File: src/hdl/cvfs_pkg.sv
// ----------------------------------------------------------------------------
// cvfs_pkg
// Shared types and constants for the cell voltage frame statistics block.
// ----------------------------------------------------------------------------
package cvfs_pkg;

  // Field widths
  localparam int unsigned BYTE_W    = 8;
  localparam int unsigned RAW_W     = 16;
  localparam int unsigned POS_W     = 6;
  localparam int unsigned DEV_W     = 6;
  localparam int unsigned IDX_W     = 4;
  localparam int unsigned CELLS_W   = 5;
  localparam int unsigned NDEV_W    = 7;
  localparam int unsigned VOLT_W    = 31;
  localparam int unsigned TOTAL_W   = 41;
  localparam int unsigned CFG_IDX_W = 1;
  localparam int unsigned CFG_DAT_W = 7;

  // Configuration register indexes
  localparam logic [CFG_IDX_W-1:0] CFG_CELLS_PER_DEVICE = 1'b0;
  localparam logic [CFG_IDX_W-1:0] CFG_NUM_DEVICES      = 1'b1;

  // Register reset values
  localparam logic [CELLS_W-1:0] CELLS_RESET = 5'd16;
  localparam logic [NDEV_W-1:0]  NDEV_RESET  = 7'd1;

  // Frame layout
  localparam logic [CELLS_W-1:0] CELLS_MIN      = 5'd6;
  localparam logic [NDEV_W-1:0]  NDEV_MIN       = 7'd1;
  localparam logic [POS_W-1:0]   HEADER_BYTES   = 6'd4;
  localparam logic [POS_W-1:0]   FRAME_OVERHEAD = 6'd6;

  // raw * 190.73 uV, kept exact in units of 0.01 uV
  localparam logic [14:0] VOLT_SCALE = 15'd19073;

  // Token from the frame parser: a finished sample and/or a statistics clear
  typedef struct packed {
    logic             sample;
    logic             clear;
    logic [DEV_W-1:0] dev;
    logic [IDX_W-1:0] idx;
    logic             last;
    logic [RAW_W-1:0] raw;
  } cvfs_tok_t;

  // Token after scaling
  typedef struct packed {
    logic              sample;
    logic              clear;
    logic [DEV_W-1:0]  dev;
    logic [IDX_W-1:0]  idx;
    logic              last;
    logic [VOLT_W-1:0] volt;
  } cvfs_scl_t;

endpackage

File: src/hdl/cvfs_parser.sv
// ----------------------------------------------------------------------------
// cvfs_parser
// Holds the configuration registers, walks the response frames byte by byte
// and issues a token for each completed sample or statistics clear.
// ----------------------------------------------------------------------------
module cvfs_parser #(
  parameter int unsigned MAX_CELLS   = 16,
  parameter int unsigned MAX_DEVICES = 64
) (
  input  logic                               clk_i,
  input  logic                               rst_ni,
  input  logic                               cfg_we_i,
  input  logic [cvfs_pkg::CFG_IDX_W-1:0]     cfg_index_i,
  input  logic [cvfs_pkg::CFG_DAT_W-1:0]     cfg_data_i,
  input  logic                               in_valid_i,
  output logic                               in_ready_o,
  input  logic [cvfs_pkg::BYTE_W-1:0]        rx_byte_i,
  input  logic                               first_of_read_i,
  output logic                               tok_valid_o,
  input  logic                               tok_ready_i,
  output cvfs_pkg::cvfs_tok_t                tok_o
);
  import cvfs_pkg::*;

  localparam logic [CELLS_W-1:0] MaxCells = CELLS_W'(MAX_CELLS);
  localparam logic [NDEV_W-1:0]  MaxDevs  = NDEV_W'(MAX_DEVICES);

  logic [CELLS_W-1:0] cells_q;
  logic [NDEV_W-1:0]  ndev_q;

  logic [POS_W-1:0]   pos_q, pos_c, pos_d;
  logic [DEV_W-1:0]   dev_q, dev_c, dev_d;
  logic [POS_W-1:0]   exp_q, exp_c, exp_d;
  logic [BYTE_W-1:0]  hold_q, hold_c, hold_d;
  logic               fin_q, fin_c, fin_d;

  logic [CELLS_W-1:0] cells_eff;
  logic [NDEV_W-1:0]  ndev_eff;
  logic [POS_W-1:0]   flen;
  logic [POS_W-1:0]   dpos;
  logic [8:0]         half_len;
  logic [CELLS_W-1:0] samples;
  logic               dev_last;
  logic               accept;
  cvfs_tok_t          tok_d;
  logic               tok_valid_q;
  cvfs_tok_t          tok_q;

  // Configuration writes
  always_ff @(posedge clk_i or negedge rst_ni) begin
    if (!rst_ni) begin
      cells_q <= CELLS_RESET;
      ndev_q  <= NDEV_RESET;
    end else if (cfg_we_i) begin
      case (cfg_index_i)
        CFG_CELLS_PER_DEVICE: cells_q <= cfg_data_i[CELLS_W-1:0];
        CFG_NUM_DEVICES:      ndev_q  <= cfg_data_i[NDEV_W-1:0];
        default:              ;
      endcase
    end
  end

  // Saturate the registers to their legal ranges
  always_comb begin
    if (cells_q < CELLS_MIN)     cells_eff = CELLS_MIN;
    else if (cells_q > MaxCells) cells_eff = MaxCells;
    else                         cells_eff = cells_q;
    if (ndev_q < NDEV_MIN)       ndev_eff = NDEV_MIN;
    else if (ndev_q > MaxDevs)   ndev_eff = MaxDevs;
    else                         ndev_eff = ndev_q;
  end

  assign flen       = FRAME_OVERHEAD + {cells_eff, 1'b0};
  assign in_ready_o = !tok_valid_q || tok_ready_i;
  assign accept     = in_valid_i && in_ready_o;

  // Frame walk for the byte at the input
  always_comb begin
    pos_c  = first_of_read_i ? '0 : pos_q;
    dev_c  = first_of_read_i ? '0 : dev_q;
    exp_c  = first_of_read_i ? '0 : exp_q;
    hold_c = first_of_read_i ? '0 : hold_q;
    fin_c  = first_of_read_i ? 1'b0 : fin_q;

    pos_d  = pos_c;
    dev_d  = dev_c;
    exp_d  = exp_c;
    hold_d = hold_c;
    fin_d  = fin_c;

    dpos     = pos_c - HEADER_BYTES;
    dev_last = ({1'b0, dev_c} + NDEV_W'(1)) >= ndev_eff;
    half_len = ({1'b0, rx_byte_i} + 9'd2) >> 1;
    if (half_len > {4'b0, cells_eff}) samples = cells_eff;
    else                              samples = half_len[CELLS_W-1:0];

    tok_d.sample = 1'b0;
    tok_d.clear  = first_of_read_i;
    tok_d.dev    = dev_c;
    tok_d.idx    = dpos[IDX_W:1];
    tok_d.last   = 1'b0;
    tok_d.raw    = {hold_c, rx_byte_i};

    if (!fin_c) begin
      // Length byte sets the data byte count, other bytes may carry samples
      if (pos_c == '0) begin
        exp_d = {samples, 1'b0};
      end else if (pos_c >= HEADER_BYTES && dpos < exp_c) begin
        if (!dpos[0]) begin
          hold_d = rx_byte_i;
        end else begin
          tok_d.sample = 1'b1;
          tok_d.last   = (dpos + POS_W'(1) == exp_c) && dev_last;
        end
      end

      // Advance to the next frame or finish the read
      if (({1'b0, pos_c} + 7'd1) >= {1'b0, flen}) begin
        pos_d = '0;
        if (dev_last) fin_d = 1'b1;
        else          dev_d = dev_c + DEV_W'(1);
      end else begin
        pos_d = pos_c + POS_W'(1);
      end
    end
  end

  // Frame state
  always_ff @(posedge clk_i or negedge rst_ni) begin
    if (!rst_ni) begin
      pos_q  <= '0;
      dev_q  <= '0;
      exp_q  <= '0;
      hold_q <= '0;
      fin_q  <= 1'b0;
    end else if (accept) begin
      pos_q  <= pos_d;
      dev_q  <= dev_d;
      exp_q  <= exp_d;
      hold_q <= hold_d;
      fin_q  <= fin_d;
    end
  end

  // Token register
  always_ff @(posedge clk_i or negedge rst_ni) begin
    if (!rst_ni) begin
      tok_valid_q <= 1'b0;
    end else if (in_ready_o) begin
      tok_valid_q <= accept && (tok_d.sample || tok_d.clear);
    end
  end

  always_ff @(posedge clk_i) begin
    if (accept) begin
      tok_q <= tok_d;
    end
  end

  assign tok_valid_o = tok_valid_q;
  assign tok_o       = tok_q;

endmodule

File: src/hdl/cvfs_scale.sv
// ----------------------------------------------------------------------------
// cvfs_scale
// Multiplies each raw sample by the fixed voltage scale in its own stage.
// ----------------------------------------------------------------------------
module cvfs_scale (
  input  logic                clk_i,
  input  logic                rst_ni,
  input  logic                tok_valid_i,
  output logic                tok_ready_o,
  input  cvfs_pkg::cvfs_tok_t tok_i,
  output logic                scl_valid_o,
  input  logic                scl_ready_i,
  output cvfs_pkg::cvfs_scl_t scl_o
);
  import cvfs_pkg::*;

  logic      valid_q;
  cvfs_scl_t scl_q;
  cvfs_scl_t scl_d;
  logic      load;

  assign tok_ready_o = !valid_q || scl_ready_i;
  assign load        = tok_valid_i && tok_ready_o;

  // Scale the sample; 65535 * 19073 still fits in 31 bits
  always_comb begin
    scl_d.sample = tok_i.sample;
    scl_d.clear  = tok_i.clear;
    scl_d.dev    = tok_i.dev;
    scl_d.idx    = tok_i.idx;
    scl_d.last   = tok_i.last;
    scl_d.volt   = VOLT_W'(tok_i.raw) * VOLT_W'(VOLT_SCALE);
  end

  always_ff @(posedge clk_i or negedge rst_ni) begin
    if (!rst_ni) begin
      valid_q <= 1'b0;
    end else if (tok_ready_o) begin
      valid_q <= tok_valid_i;
    end
  end

  always_ff @(posedge clk_i) begin
    if (load) begin
      scl_q <= scl_d;
    end
  end

  assign scl_valid_o = valid_q;
  assign scl_o       = scl_q;

endmodule

File: src/hdl/cvfs_stats.sv
// ----------------------------------------------------------------------------
// cvfs_stats
// Keeps the running total, maximum and minimum and holds the result register.
// ----------------------------------------------------------------------------
module cvfs_stats (
  input  logic                              clk_i,
  input  logic                              rst_ni,
  input  logic                              scl_valid_i,
  output logic                              scl_ready_o,
  input  cvfs_pkg::cvfs_scl_t               scl_i,
  output logic                              out_valid_o,
  input  logic                              out_stall_i,
  output logic [cvfs_pkg::DEV_W-1:0]        device_index_o,
  output logic [cvfs_pkg::IDX_W-1:0]        cell_index_o,
  output logic [cvfs_pkg::VOLT_W-1:0]       cell_voltage_o,
  output logic [cvfs_pkg::TOTAL_W-1:0]      total_voltage_o,
  output logic [cvfs_pkg::VOLT_W-1:0]       highest_voltage_o,
  output logic [cvfs_pkg::VOLT_W-1:0]       lowest_voltage_o,
  output logic                              last_cell_o
);
  import cvfs_pkg::*;

  logic                out_valid_q;
  logic [DEV_W-1:0]    dev_q;
  logic [IDX_W-1:0]    idx_q;
  logic [VOLT_W-1:0]   volt_q;
  logic                last_q;
  logic [TOTAL_W-1:0]  total_q, total_d, total_c;
  logic [VOLT_W-1:0]   max_q, max_d, max_c;
  logic [VOLT_W-1:0]   min_q, min_d, min_c;
  logic                load;

  assign scl_ready_o = !out_valid_q || !out_stall_i;
  assign load        = scl_valid_i && scl_ready_o;

  // Clear first on a new read, then fold in the sample
  always_comb begin
    total_c = scl_i.clear ? '0 : total_q;
    max_c   = scl_i.clear ? '0 : max_q;
    min_c   = scl_i.clear ? '0 : min_q;
    total_d = total_c;
    max_d   = max_c;
    min_d   = min_c;
    if (scl_i.sample) begin
      total_d = total_c + TOTAL_W'(scl_i.volt);
      if (max_c < scl_i.volt) max_d = scl_i.volt;
      if (min_c == '0 || min_c > scl_i.volt) min_d = scl_i.volt;
    end
  end

  always_ff @(posedge clk_i or negedge rst_ni) begin
    if (!rst_ni) begin
      out_valid_q <= 1'b0;
      total_q     <= '0;
      max_q       <= '0;
      min_q       <= '0;
    end else if (scl_ready_o) begin
      out_valid_q <= scl_valid_i && scl_i.sample;
      if (scl_valid_i) begin
        total_q <= total_d;
        max_q   <= max_d;
        min_q   <= min_d;
      end
    end
  end

  // Result payload
  always_ff @(posedge clk_i) begin
    if (load && scl_i.sample) begin
      dev_q  <= scl_i.dev;
      idx_q  <= scl_i.idx;
      volt_q <= scl_i.volt;
      last_q <= scl_i.last;
    end
  end

  assign out_valid_o       = out_valid_q;
  assign device_index_o    = dev_q;
  assign cell_index_o      = idx_q;
  assign cell_voltage_o    = volt_q;
  assign total_voltage_o   = total_q;
  assign highest_voltage_o = max_q;
  assign lowest_voltage_o  = min_q;
  assign last_cell_o       = last_q;

  a_volt_le_max: assert property (@(posedge clk_i) disable iff (!rst_ni)
    out_valid_q |-> volt_q <= max_q)
    else $error("cell voltage above running maximum");

  a_min_le_max: assert property (@(posedge clk_i) disable iff (!rst_ni)
    out_valid_q |-> min_q <= max_q)
    else $error("running minimum above running maximum");

  a_min_le_volt: assert property (@(posedge clk_i) disable iff (!rst_ni)
    (out_valid_q && min_q != '0) |-> min_q <= volt_q)
    else $error("running minimum above current cell voltage");

  a_total_ge_volt: assert property (@(posedge clk_i) disable iff (!rst_ni)
    out_valid_q |-> total_q >= TOTAL_W'(volt_q))
    else $error("running total below current cell voltage");

endmodule

File: src/hdl/cell_voltage_frame_stats.sv
// ----------------------------------------------------------------------------
// cell_voltage_frame_stats
// Cell voltage extraction and running total, maximum and minimum over the
// bytes of a stacked read response.
// ----------------------------------------------------------------------------
// One response byte is taken per transfer and a new byte can follow in every
// cycle while in_stall_o is low. A sample's result is registered in turn
// by the frame parser at the transfer of its low byte, by the 16 x 15 bit
// scale multiplier, and by the statistics update, which with its 41-bit add
// and 31-bit compares loads the output register. A stalled output holds
// every stage. Header, CRC and trailing bytes give no result. A byte with
// first_of_read set starts a new response and clears the statistics; after
// reset the block behaves as if a response had just begun. The lowest
// voltage reads zero until a nonzero sample has been seen.
// ----------------------------------------------------------------------------
module cell_voltage_frame_stats #(
  parameter int unsigned MAX_CELLS   = 16,
  parameter int unsigned MAX_DEVICES = 64
) (
  input  logic                              clk_i,
  input  logic                              rst_ni,
  input  logic                              cfg_we_i,
  input  logic [cvfs_pkg::CFG_IDX_W-1:0]    cfg_index_i,
  input  logic [cvfs_pkg::CFG_DAT_W-1:0]    cfg_data_i,
  input  logic                              in_valid_i,
  output logic                              in_stall_o,
  input  logic [cvfs_pkg::BYTE_W-1:0]       rx_byte_i,
  input  logic                              first_of_read_i,
  output logic                              out_valid_o,
  input  logic                              out_stall_i,
  output logic [cvfs_pkg::DEV_W-1:0]        device_index_o,
  output logic [cvfs_pkg::IDX_W-1:0]        cell_index_o,
  output logic [cvfs_pkg::VOLT_W-1:0]       cell_voltage_o,
  output logic [cvfs_pkg::TOTAL_W-1:0]      total_voltage_o,
  output logic [cvfs_pkg::VOLT_W-1:0]       highest_voltage_o,
  output logic [cvfs_pkg::VOLT_W-1:0]       lowest_voltage_o,
  output logic                              last_cell_o
);
  import cvfs_pkg::*;

  logic      in_ready;
  logic      tok_valid, tok_ready;
  cvfs_tok_t tok;
  logic      scl_valid, scl_ready;
  cvfs_scl_t scl;

  assign in_stall_o = !in_ready;

  // Frame parser and configuration
  cvfs_parser #(
    .MAX_CELLS   (MAX_CELLS),
    .MAX_DEVICES (MAX_DEVICES)
  ) u_parser (
    .clk_i           (clk_i),
    .rst_ni          (rst_ni),
    .cfg_we_i        (cfg_we_i),
    .cfg_index_i     (cfg_index_i),
    .cfg_data_i      (cfg_data_i),
    .in_valid_i      (in_valid_i),
    .in_ready_o      (in_ready),
    .rx_byte_i       (rx_byte_i),
    .first_of_read_i (first_of_read_i),
    .tok_valid_o     (tok_valid),
    .tok_ready_i     (tok_ready),
    .tok_o           (tok)
  );

  // Voltage scaling
  cvfs_scale u_scale (
    .clk_i       (clk_i),
    .rst_ni      (rst_ni),
    .tok_valid_i (tok_valid),
    .tok_ready_o (tok_ready),
    .tok_i       (tok),
    .scl_valid_o (scl_valid),
    .scl_ready_i (scl_ready),
    .scl_o       (scl)
  );

  // Running statistics and result register
  cvfs_stats u_stats (
    .clk_i             (clk_i),
    .rst_ni            (rst_ni),
    .scl_valid_i       (scl_valid),
    .scl_ready_o       (scl_ready),
    .scl_i             (scl),
    .out_valid_o       (out_valid_o),
    .out_stall_i       (out_stall_i),
    .device_index_o    (device_index_o),
    .cell_index_o      (cell_index_o),
    .cell_voltage_o    (cell_voltage_o),
    .total_voltage_o   (total_voltage_o),
    .highest_voltage_o (highest_voltage_o),
    .lowest_voltage_o  (lowest_voltage_o),
    .last_cell_o       (last_cell_o)
  );

endmodule

File: config.mk
export PLATFORM = sky130hd
export DESIGN_NAME = cell_voltage_frame_stats
export DESIGN_NICKNAME = d
export VERILOG_FILES = /design/src/hdl/cvfs_pkg.sv /design/src/hdl/cvfs_parser.sv /design/src/hdl/cvfs_scale.sv /design/src/hdl/cvfs_stats.sv /design/src/hdl/cell_voltage_frame_stats.sv
export SDC_FILE = /design/constraint.sdc
export NUM_CORES = 1
export LEC_CHECK = 0
export ABC_AREA = 1
export BUFFER_PORTS_ARGS = -buffer_cell sky130_fd_sc_hd__buf_4
export CORE_UTILIZATION = 65
export CTS_CLUSTER_SIZE = 24
export DETAILED_ROUTE_END_ITERATION = 8
export PLACE_DENSITY = 0.94
export REMOVE_ABC_BUFFERS = 1
export SYNTH_ARGS = -nofsm -noshare
export SYNTH_HDL_FRONTEND = slang
export SYNTH_SLANG_ARGS = --single-unit
File: constraint.sdc
create_clock -name clk_i -period 11.4 [get_ports clk_i]
set_input_delay 1.14 -clock clk_i [delete_from_list [all_inputs] [get_ports clk_i]]
set_output_delay 1.14 -clock clk_i [all_outputs]
set_load 0.02 [all_outputs]
# Yosys cells after proc, flatten, opt, wreduce, memory -nomap -nowiden
# Index checks and enable logic that the tools add are counted.
word_totals:
  register_bits: 260
op_classes:
  n_bitwise: 3
  addsub: 9
  order_cmp: 11
  mux: 36
  n_reduce_logical: 24
  mul: 1
  eq_ne: 1
op_table:
  columns: ["operator", "n"]
  rows:
  - ["31-bit two-way mux", 6]
  - ["41-bit two-way mux", 2]
  - ["6-bit two-way mux", 10]
  - ["41-bit by 31-bit adder with 41-bit output", 1]
  - ["8-bit two-way mux", 5]
  - ["31-bit greater-than comparator", 1]
  - ["31-bit zero test", 1]
  - ["31-bit < comparator", 1]
  - ["16-bit by 15-bit multiplier with 31-bit output (second input constant)", 1]
  - ["6-bit by 1-bit adder with 6-bit output (second input constant)", 3]
  - ["5-bit two-way mux", 3]
  - ["6-bit by 1-bit adder with 7-bit output (second input constant)", 2]
  - ["7-bit two-way mux", 2]
  - ["8-bit by 2-bit adder with 9-bit output (second input constant)", 1]
  - ["8-bit by 5-bit greater-than comparator with 1-bit output", 1]
  - ["1-bit logical AND", 8]
  - ["1-bit two-way mux", 8]
  - ["7-bit by 6-bit >= comparator with 1-bit output", 1]
  - ["7-bit >= comparator", 1]
  - ["7-bit greater-than comparator (second input constant)", 1]
  - ["7-bit by 1-bit < comparator with 1-bit output (second input constant)", 1]
  - ["3-bit by 6-bit adder with 6-bit output (first input constant)", 1]
  - ["6-bit == test", 1]
  - ["6-bit by 3-bit >= comparator with 1-bit output (second input constant)", 1]
  - ["10 further kinds", 22]

# Depth between registers and ports, before layout
# Gate-level depths: netlist (run 1).
logic_depth:
  word_depth: 9
  mapped_depth: 23
  ltp_nobuf: 19

# Modules after synthesis
# Synthesis (run 1) repeated with hierarchy kept, for this count alone.
hier_totals:
  cells_unflattened: 2524
  hier_area_um2: 19521.2
by_module_without_submodules:
  columns: ["mod", "area_each_um2", "seq_area_each_um2", "n_inst", "cells_per_inst"]
  rows:
  - ["cvfs_stats", 10308.6, 3863.7, 1, 1439]
  - ["cvfs_scale", 4732.0, 1346.3, 1, 499]
  - ["cvfs_parser", 4476.8, 1874.3, 1, 585]
  - ["cell_voltage_frame_stats", 3.8, 0.0, 1, 1]

# Least setup slack after synthesis (run 1)
# No wires, ideal clock.
synth_timing:
  kind: "reg2reg"
  from: "reg u_parser.tok_q, in the netlist u_parser.tok_o[4]"
  to: "reg u_scale.scl_q, in the netlist u_scale.scl_o[22], data pin"
  n_path_buf: 0
  t_arrival_ns: 4.086
  slack_ns: 7.049
  path_stages_with_launch: 17
  setup_time_ns: 0.265
  path_cell_list: "edfxtp_1 > ha_1 > ha_1 > inv_1 > fa_1 > inv_1 > fa_1 > fa_1 > ha_1 > ha_1 > nand2_1 > inv_1 > a21oi_1 > inv_1 > a21oi_1 > o21ai_0 > xor2_1"
synth_lines:
  columns: ["element", "line_no", "text"]
  rows:
  - ["start, declared", "cvfs_parser.sv:47", "cvfs_tok_t tok_q;"]
  - ["start signal, assigned", "cvfs_parser.sv:156", "tok_q <= tok_d;"]
  - ["end signal, assigned", "cvfs_scale.sv:45", "scl_q <= scl_d;"]
  - ["end, declared", "cvfs_scale.sv:18", "cvfs_scl_t scl_q;"]

==> results by group, run 1 <==
Power and ir drop
  – Pwr/cell area: 263 nW/um^2
  – Seq pwr share: 0.279
  – P_leak: 11.7 nW
  – Switching share of power: 0.462
  – Cell-internal power: 0.00305 W
  – Clock power frac: 0.184
  – Sw Pwr: 0.00262 W
  – Combinational fraction of design power: 0.538
  – Peak VDD IR: 0.153 mV

Routing
  – Residual DRC count: 1
  – Vias per Instance: 5.85
  – Total number of vias: 17.2k
  – Drt pass-1 iters: 8
  – Routed WL: 51.3 mm
  – Antenna Nets Post-Route: 0
  – Per-cell routed wire length: 17.4 um
  – Drt first-iter violations: 1826

GRT
  – Largest net degree at the start of global routing: 103
  – Total track usage: 0.344
  – First-pass GRT wire length: 83.3 mm
  – Total congestion overflow: 0
  – Vias in the first global route: 17.2k
  – Initial antenna violation count: 0

STA
  – Worst-Margin Slew: 1.27 ns
  – Slew Limit Fails: 0
  – FMAX: 207 MHz
  – RSZ-0062 raised after global routing: no
  – Final WS setup: 6.56 ns
  – Count of final setup violators: 0
  – Tmin final: 4.84 ns
  – Final hold violations: 0
  – Relative slew slack: 0.152
  – Setup TNS: 0 ns
  – Setup Skew: 0.0260 ns
  – Share of the cycle needed by the critical path after routing: 0.425

Synth
  – Synth Cell Area: 18900 um^2
  – Synth unique cells: 46
  – Top_reg_cell synth: dfrtp_1
  – Syn_area_per_cell: 7.89 um^2
  – Mapped Cells: 2394
  – Number of synthesized flops with an enable pin: 115
  – Ys Warns: 0
  – Seq/Total Area, Yosys: 0.375
  – Flops & latches, synth: 260
  – Ys async rst share: 0.558

Outcome
  – Violated checks: DRC
  – Status: finished, violations left

Worst setup path
  – Critical Path Start: u_parser.tok_o[7]
  – R2r worst-path depth: 16
  – Critical-path cell list: ha_1, ha_1, fa_1, inv_1, fa_1, inv_1, fa_1, ha_1, ha_1, nand2_1, o21ai_0, nand3_1, nand2_1, nand2_1, nand2_1, xor2_1
  – Reg-to-Reg Start: u_parser.tok_o[7]
  – Crit path max-delay cell type: fa_1
  – CP arrival: 5.14 ns
  – CP Data Required Time: 11.70 ns
  – R2R Setup Slk: 6.56 ns
  – Startpoint class of the critical path: flop
  – End of the worst register-to-register path: u_scale.scl_o[29]
  – Worst Path Class, Setup: reg2reg
  – CP endpoint: u_scale.scl_o[29]
  – CP peak stage delay: 0.55 ns
  – CP endpoint kind: flop
  – Worst-path fanout max: 5

Placed design
  – Area after DPL: 20500 um^2
  – Worst slack at placement: 6.59 ns
  – Gpl congestion: 0.975
  – HPWL Detailed: 37.5 mm
  – Buffers on Ports: 168

Clock network
  – CTS Buf Count: 28
  – Post-cts sizing count: 0
  – CTS tree: yes
  – Clock slew at reported path FFs: 0.07 ns
  – Clock sinks: 260
  – Max clock buf depth: 3
  – Setup repair bufs after CTS: 0
  – # hold bufs at CTS: 0
  – Worst-Skew Late Latency: 0.57 ns
  – Root buffer cell: clkbuf_16
  – Htree depth: 1

Die
  – Core area: 28600 um^2
  – I/O pins: 169
  – Chip Height: 173 um
  – Initial core utilization: 0.660
  – Width of the die: 173 um
  – Die area: 29800 um^2
  – Row cnt: 62

Cells and area
  – Most frequent cells in the layout: nand2_1, inv_1, ha_1
  – Final Cell Area: 21500 um^2
  – Layout cells sized above 1: 0.0983
  – Nets: 2832
  – Commonest non-fill, non-tap cell in the layout: nand2_1
  – Fillers: 2044
  – Diodes inserted: 0
  – Area delta synth->final: 13.9%

Flow run
  – Max Cap Viol: 0

Worst hold path
  – Hold Path Class: reg2reg
[cell usage after synthesis, types with 8 or more instances]
library cell / n / share of area
ha_1: 237 / 0.16
clkbuf_1: 31 / 0.0062
a21o_1: 11 / 0.0044
nor2_1: 172 / 0.034
nand4_1: 17 / 0.0056
xnor2_1: 15 / 0.0070
dfrtp_1: 143 / 0.19
edfxtp_1: 115 / 0.18
xor2_1: 41 / 0.019
inv_1: 357 / 0.071
inv_2: 8 / 0.0016
buf_1: 14 / 0.0028
a21oi_1: 133 / 0.035
o21ai_0: 91 / 0.024
fa_1: 31 / 0.033
nand2_1: 654 / 0.13
nor3_1: 27 / 0.0072
o22ai_1: 12 / 0.0040
o21a_1: 8 / 0.0032
nand3_1: 210 / 0.056
buf_2: 9 / 0.0024
[cells by family after synthesis]
kind of cell / after synthesis / share of synthesized area
AOI/OAI and AO/OA: 280 / 0.0806
xor gates and xnor gates: 56 / 0.0260
adders and majority gates: 269 / 0.190
buffers and inverters: 428 / 0.0878
DFF: 260 / 0.375
muxes: 1 / 0.000596
and+or+nand+nor: 1100 / 0.240
[critical path, delay by kind of cell (launching register included)]
kind,cells,cell delay [ns]
AOI/OAI and AO/OA,1,0.38
xor gates and xnor gates,1,0.07
adders and majority gates,7,2.86
buffers and inverters,2,0.12
DFF,1,0.50
and+or+nand+nor,5,0.65
[metal layers]
metal | track usage | vias to the layer above | wire length (um)
li1 | - | 8096 | -
met1 | 0.404 | 8061 | 19200
met2 | 0.603 | 896 | 25300
met3 | 0.0584 | 194 | 4250
met4 | 0.179 | 0 | 2570
met5 | 0 | - | 0
[worst min-delay path by stage]
| stage | start | to | slack, ns | cells after the start |
|---|---|---|---|---|
| 2_1_floorplan | u_parser.tok_o[16] | u_scale.scl_o[31] | 0.40 | 0 |
| 3_3_place_gp | u_parser.tok_o[17] | u_scale.scl_o[32] | 0.40 | 0 |
| 3_5_place_dp | u_parser.tok_o[21] | u_scale.scl_o[36] | 0.40 | 0 |
| 4_1_cts | u_scale.scl_o[37] | u_stats.device_index_o[1] | 0.42 | 0 |
| 5_1_grt | u_parser.tok_o[28] | u_scale.scl_o[43] | 0.43 | 0 |
| 6_report | u_scale.scl_o[37] | u_stats.device_index_o[1] | 0.42 | 0 |
[layout make-up]
cell class              instances  area [um^2]  share of cell area
inverters                     366         1370              0.0638
flip-flops and latches        260         7080               0.329
clock inverters                22          315              0.0147
clock buffers                  30          739              0.0344
multi-input cells            1706        10200               0.473
repair buffers                180         1360              0.0630
well taps                     384          480              0.0223
[through the flow]
stage | utilization | instances | total power, W | hold WS, ns
floorplan | - | 2332 | 0.00359 | 0.400
global placement | 0.715 | 2896 | 0.00441 | 0.401
detailed placement | 0.715 | 2896 | 0.00454 | 0.405
CTS | 0.752 | 2948 | 0.00563 | 0.421
global route | 0.752 | 2948 | 0.00608 | 0.430
finish | 0.752 | 2948 | 0.00567 | 0.419
[power groups by stage]
stage	Combinational [W]	Clock [W]	Sequential (W)
floorplan	0.00189	0	0.00169
global placement	0.00284	0	0.00157
detailed placement	0.00296	0	0.00158
CTS	0.00302	0.00105	0.00157
global route	0.00340	0.00108	0.00160
finish	0.00305	0.00104	0.00158
[sequential cells by signal, summed over array words and instances, names as in the netlist]
signal / cells
u_parser.cells_q: 5
u_parser.dev_q: 6
u_parser.exp_q: 6
u_parser.fin_q: 1
u_parser.hold_q: 8
u_parser.ndev_q: 7
u_parser.pos_q: 6
u_parser.tok_o: 29
u_parser.tok_valid_o: 1
u_scale.scl_o: 44
u_scale.scl_valid_o: 1
u_stats.cell_index_o: 4
u_stats.cell_voltage_o: 31
u_stats.device_index_o: 6
u_stats.highest_voltage_o: 31
u_stats.last_cell_o: 1
u_stats.lowest_voltage_o: 31
u_stats.out_valid_o: 1
u_stats.total_voltage_o: 41
Power figures use the tool's default switching activity.
==> inputs of run 2 (changes only) <==
CORE_UTILIZATION = 55   (was 65)
PLACE_DENSITY = 0.86   (was 0.94)
clock period = 4.1 ns   (was 11.4 ns; I/O delays follow)
==> results by group, run 2 (synthesis results as in run 1) <==
Outcome
  – Status: finished, violations left
  – Violated checks: setup timing

GRT
  – Met2 usage: 0.550
  – First-pass GRT wire length: 87.7 mm
  – Initial antenna violation count: 0
  – Total congestion overflow: 0
  – Largest net degree at the start of global routing: 89
  – Total track usage: 0.310
  – Gr busiest metal: met2
  – Met1 usage: 0.374
  – Met3 Use GR: 0.0456
  – Vias in the first global route: 17.5k

Cells and area
  – Commonest non-fill, non-tap cell in the layout: nand2_1
  – Max reg flops: 44
  – Layout cells sized above 1: 0.158
  – Most frequent cells in the layout: nand2_1, inv_1, buf_4
  – Final Core Density: 0.680
  – Nets: 2919
  – Diodes inserted: 0
  – Final Cell Area: 22900 um^2
  – Area delta synth->final: 21.2%

Clock network
  – CTS Buf Count: 30
  – Max clock buf depth: 3
  – Clock sinks: 260
  – CTS tree: yes
  – Htree depth: 1
  – Root buffer cell: clkbuf_16
  – Worst-Skew Late Latency: 0.58 ns
  – Clock slew at reported path FFs: 0.06 ns

Worst setup path
  – Startpoint class of the critical path: flop
  – R2R Setup Slk: -0.17 ns
  – CP arrival: 4.59 ns
  – CP endpoint kind: flop
  – CP Data Required Time: 4.42 ns
  – Worst Path Class, Setup: reg2reg
  – Worst-path fanout max: 4

STA
  – Final WS setup: -0.170 ns
  – Tmin final: 4.27 ns
  – Final hold violations: 0
  – Count of final setup violators: 12
  – Share of the cycle needed by the critical path after routing: 1.04
  – Slew Limit Fails: 0
  – Relative slew slack: 0.189
  – RSZ-0062 raised after global routing: yes
  – Setup Skew: 0.0117 ns
  – Worst-Margin Slew: 1.21 ns
  – FMAX: 234 MHz

Flow run
  – Max Cap Viol: 0

Die
  – Die area: 35100 um^2
  – I/O pins: 169
  – Width of the die: 187 um
  – Core area: 33700 um^2
  – Chip Height: 187 um
  – Initial core utilization: 0.561
  – Row cnt: 67

Placed design
  – Area after DPL: 21000 um^2
  – Worst slack at placement: -0.441 ns
  – HPWL Detailed: 38.7 mm
  – Buffers on Ports: 168
  – Gpl congestion: 0.957

Power and ir drop
  – P_leak: 12.1 nW
  – Peak VDD IR: 0.645 mV
  – Pwr Total: 0.0180 W
  – Pwr/cell area: 785 nW/um^2

Routing
  – Drt first-iter violations: 1376
  – Vias per Instance: 5.61
  – Total number of vias: 17.4k
  – Antenna Nets Post-Route: 0
  – Per-cell routed wire length: 17.6 um
  – Routed WL: 54.7 mm
  – Residual DRC count: 0
  – Drt pass-1 iters: 6

Worst hold path
  – Hold Path Class: in2reg
[run 2: changes by cell type in the layout (fill, tap and decap cells not counted), moves of 9 or more]
cell,change
a21oi_2,+14
buf_4,+78
ha_4,+40
o21ai_0,-9
a21oi_1,-17
clkbuf_1,+10
ha_1,-40
[run 2: critical path: stages (launching register included)]
cell and delay (ns):
edfxtp_1 0.45, buf_4 0.17, ha_1 0.32, ha_4 0.20, fa_1 0.57, inv_1 0.09, fa_1 0.53, inv_1 0.07
ha_4 0.26, ha_4 0.26, ha_4 0.26, buf_4 0.14, nand2_1 0.10, nor2_2 0.08, a21oi_2 0.15, nand2_2 0.10
nand2_1 0.07, nand2_1 0.05, xor2_1 0.15
[run 2: path summary, 6_finish.rpt]
path                                   start                           to  depth (start not counted)
max                        u_parser.tok_o[9]            u_scale.scl_o[27]                         18
min                             rx_byte_i[0]            u_parser.tok_o[0]                          1
max reg2reg                u_parser.tok_o[9]            u_scale.scl_o[27]                         18
min reg2reg                u_scale.scl_o[36]    u_stats.device_index_o[0]                          0
max in group asynchronous             rst_ni           u_parser.hold_q[5]                          3
min in group asynchronous             rst_ni  u_stats.lowest_voltage_o[9]                          2
[run 2: layout make-up]
class,instances,area (um^2)
Clock inverter,13,143
Fill cell,2599,10800
Clock buffer,43,830
Inverter,366,1370
Sequential cell,260,7080
Timing Repair Buffer,265,2030
Multi-Input combinational cell,1706,10900
Tap cell,448,561
[run 2: power by group]
group	total, W	internal, W	switching (W)
sequential	0.00436	0.00366	0.000695
combinational	0.0110	0.00457	0.00640
clock	0.00267	0.00154	0.00113
[run 2: per-stage QoR]
| stage | hold slack, ns | setup TNS [ns] | std cells |
|---|---|---|---|
| after floorplan | 0.114 | -81.08 | 2332 |
| after global placement | 0.403 | -3.06 | 3025 |
| final | 0.0241 | -1.43 | 3101 |
| after detailed placement | 0.405 | -4.17 | 3025 |
| after CTS | 0.00716 | -0.121 | 3097 |
| after global routing | 0.0125 | -2.95 | 3101 |
[run 2: repair_timing]
action | CTS | global route
cloned | 0 | 0
endpoints found under the setup margin | 15 | 15
setup buffers | 15 | 5
pin swaps | 37 | 13
hold endpoints to repair | 83 | 0
gates resized for setup | 89 | 23
hold buffers | 1 | 0
[run 2: layer usage]
metal  vias to the layer above  share of wire  routed length [um]
met4                         0          0.045                2470
met2                       824           0.49               26900
met3                       195          0.078                4270
met5                         -              0                   0
met1                      8102           0.39               21100
li1                       8275              -                   -
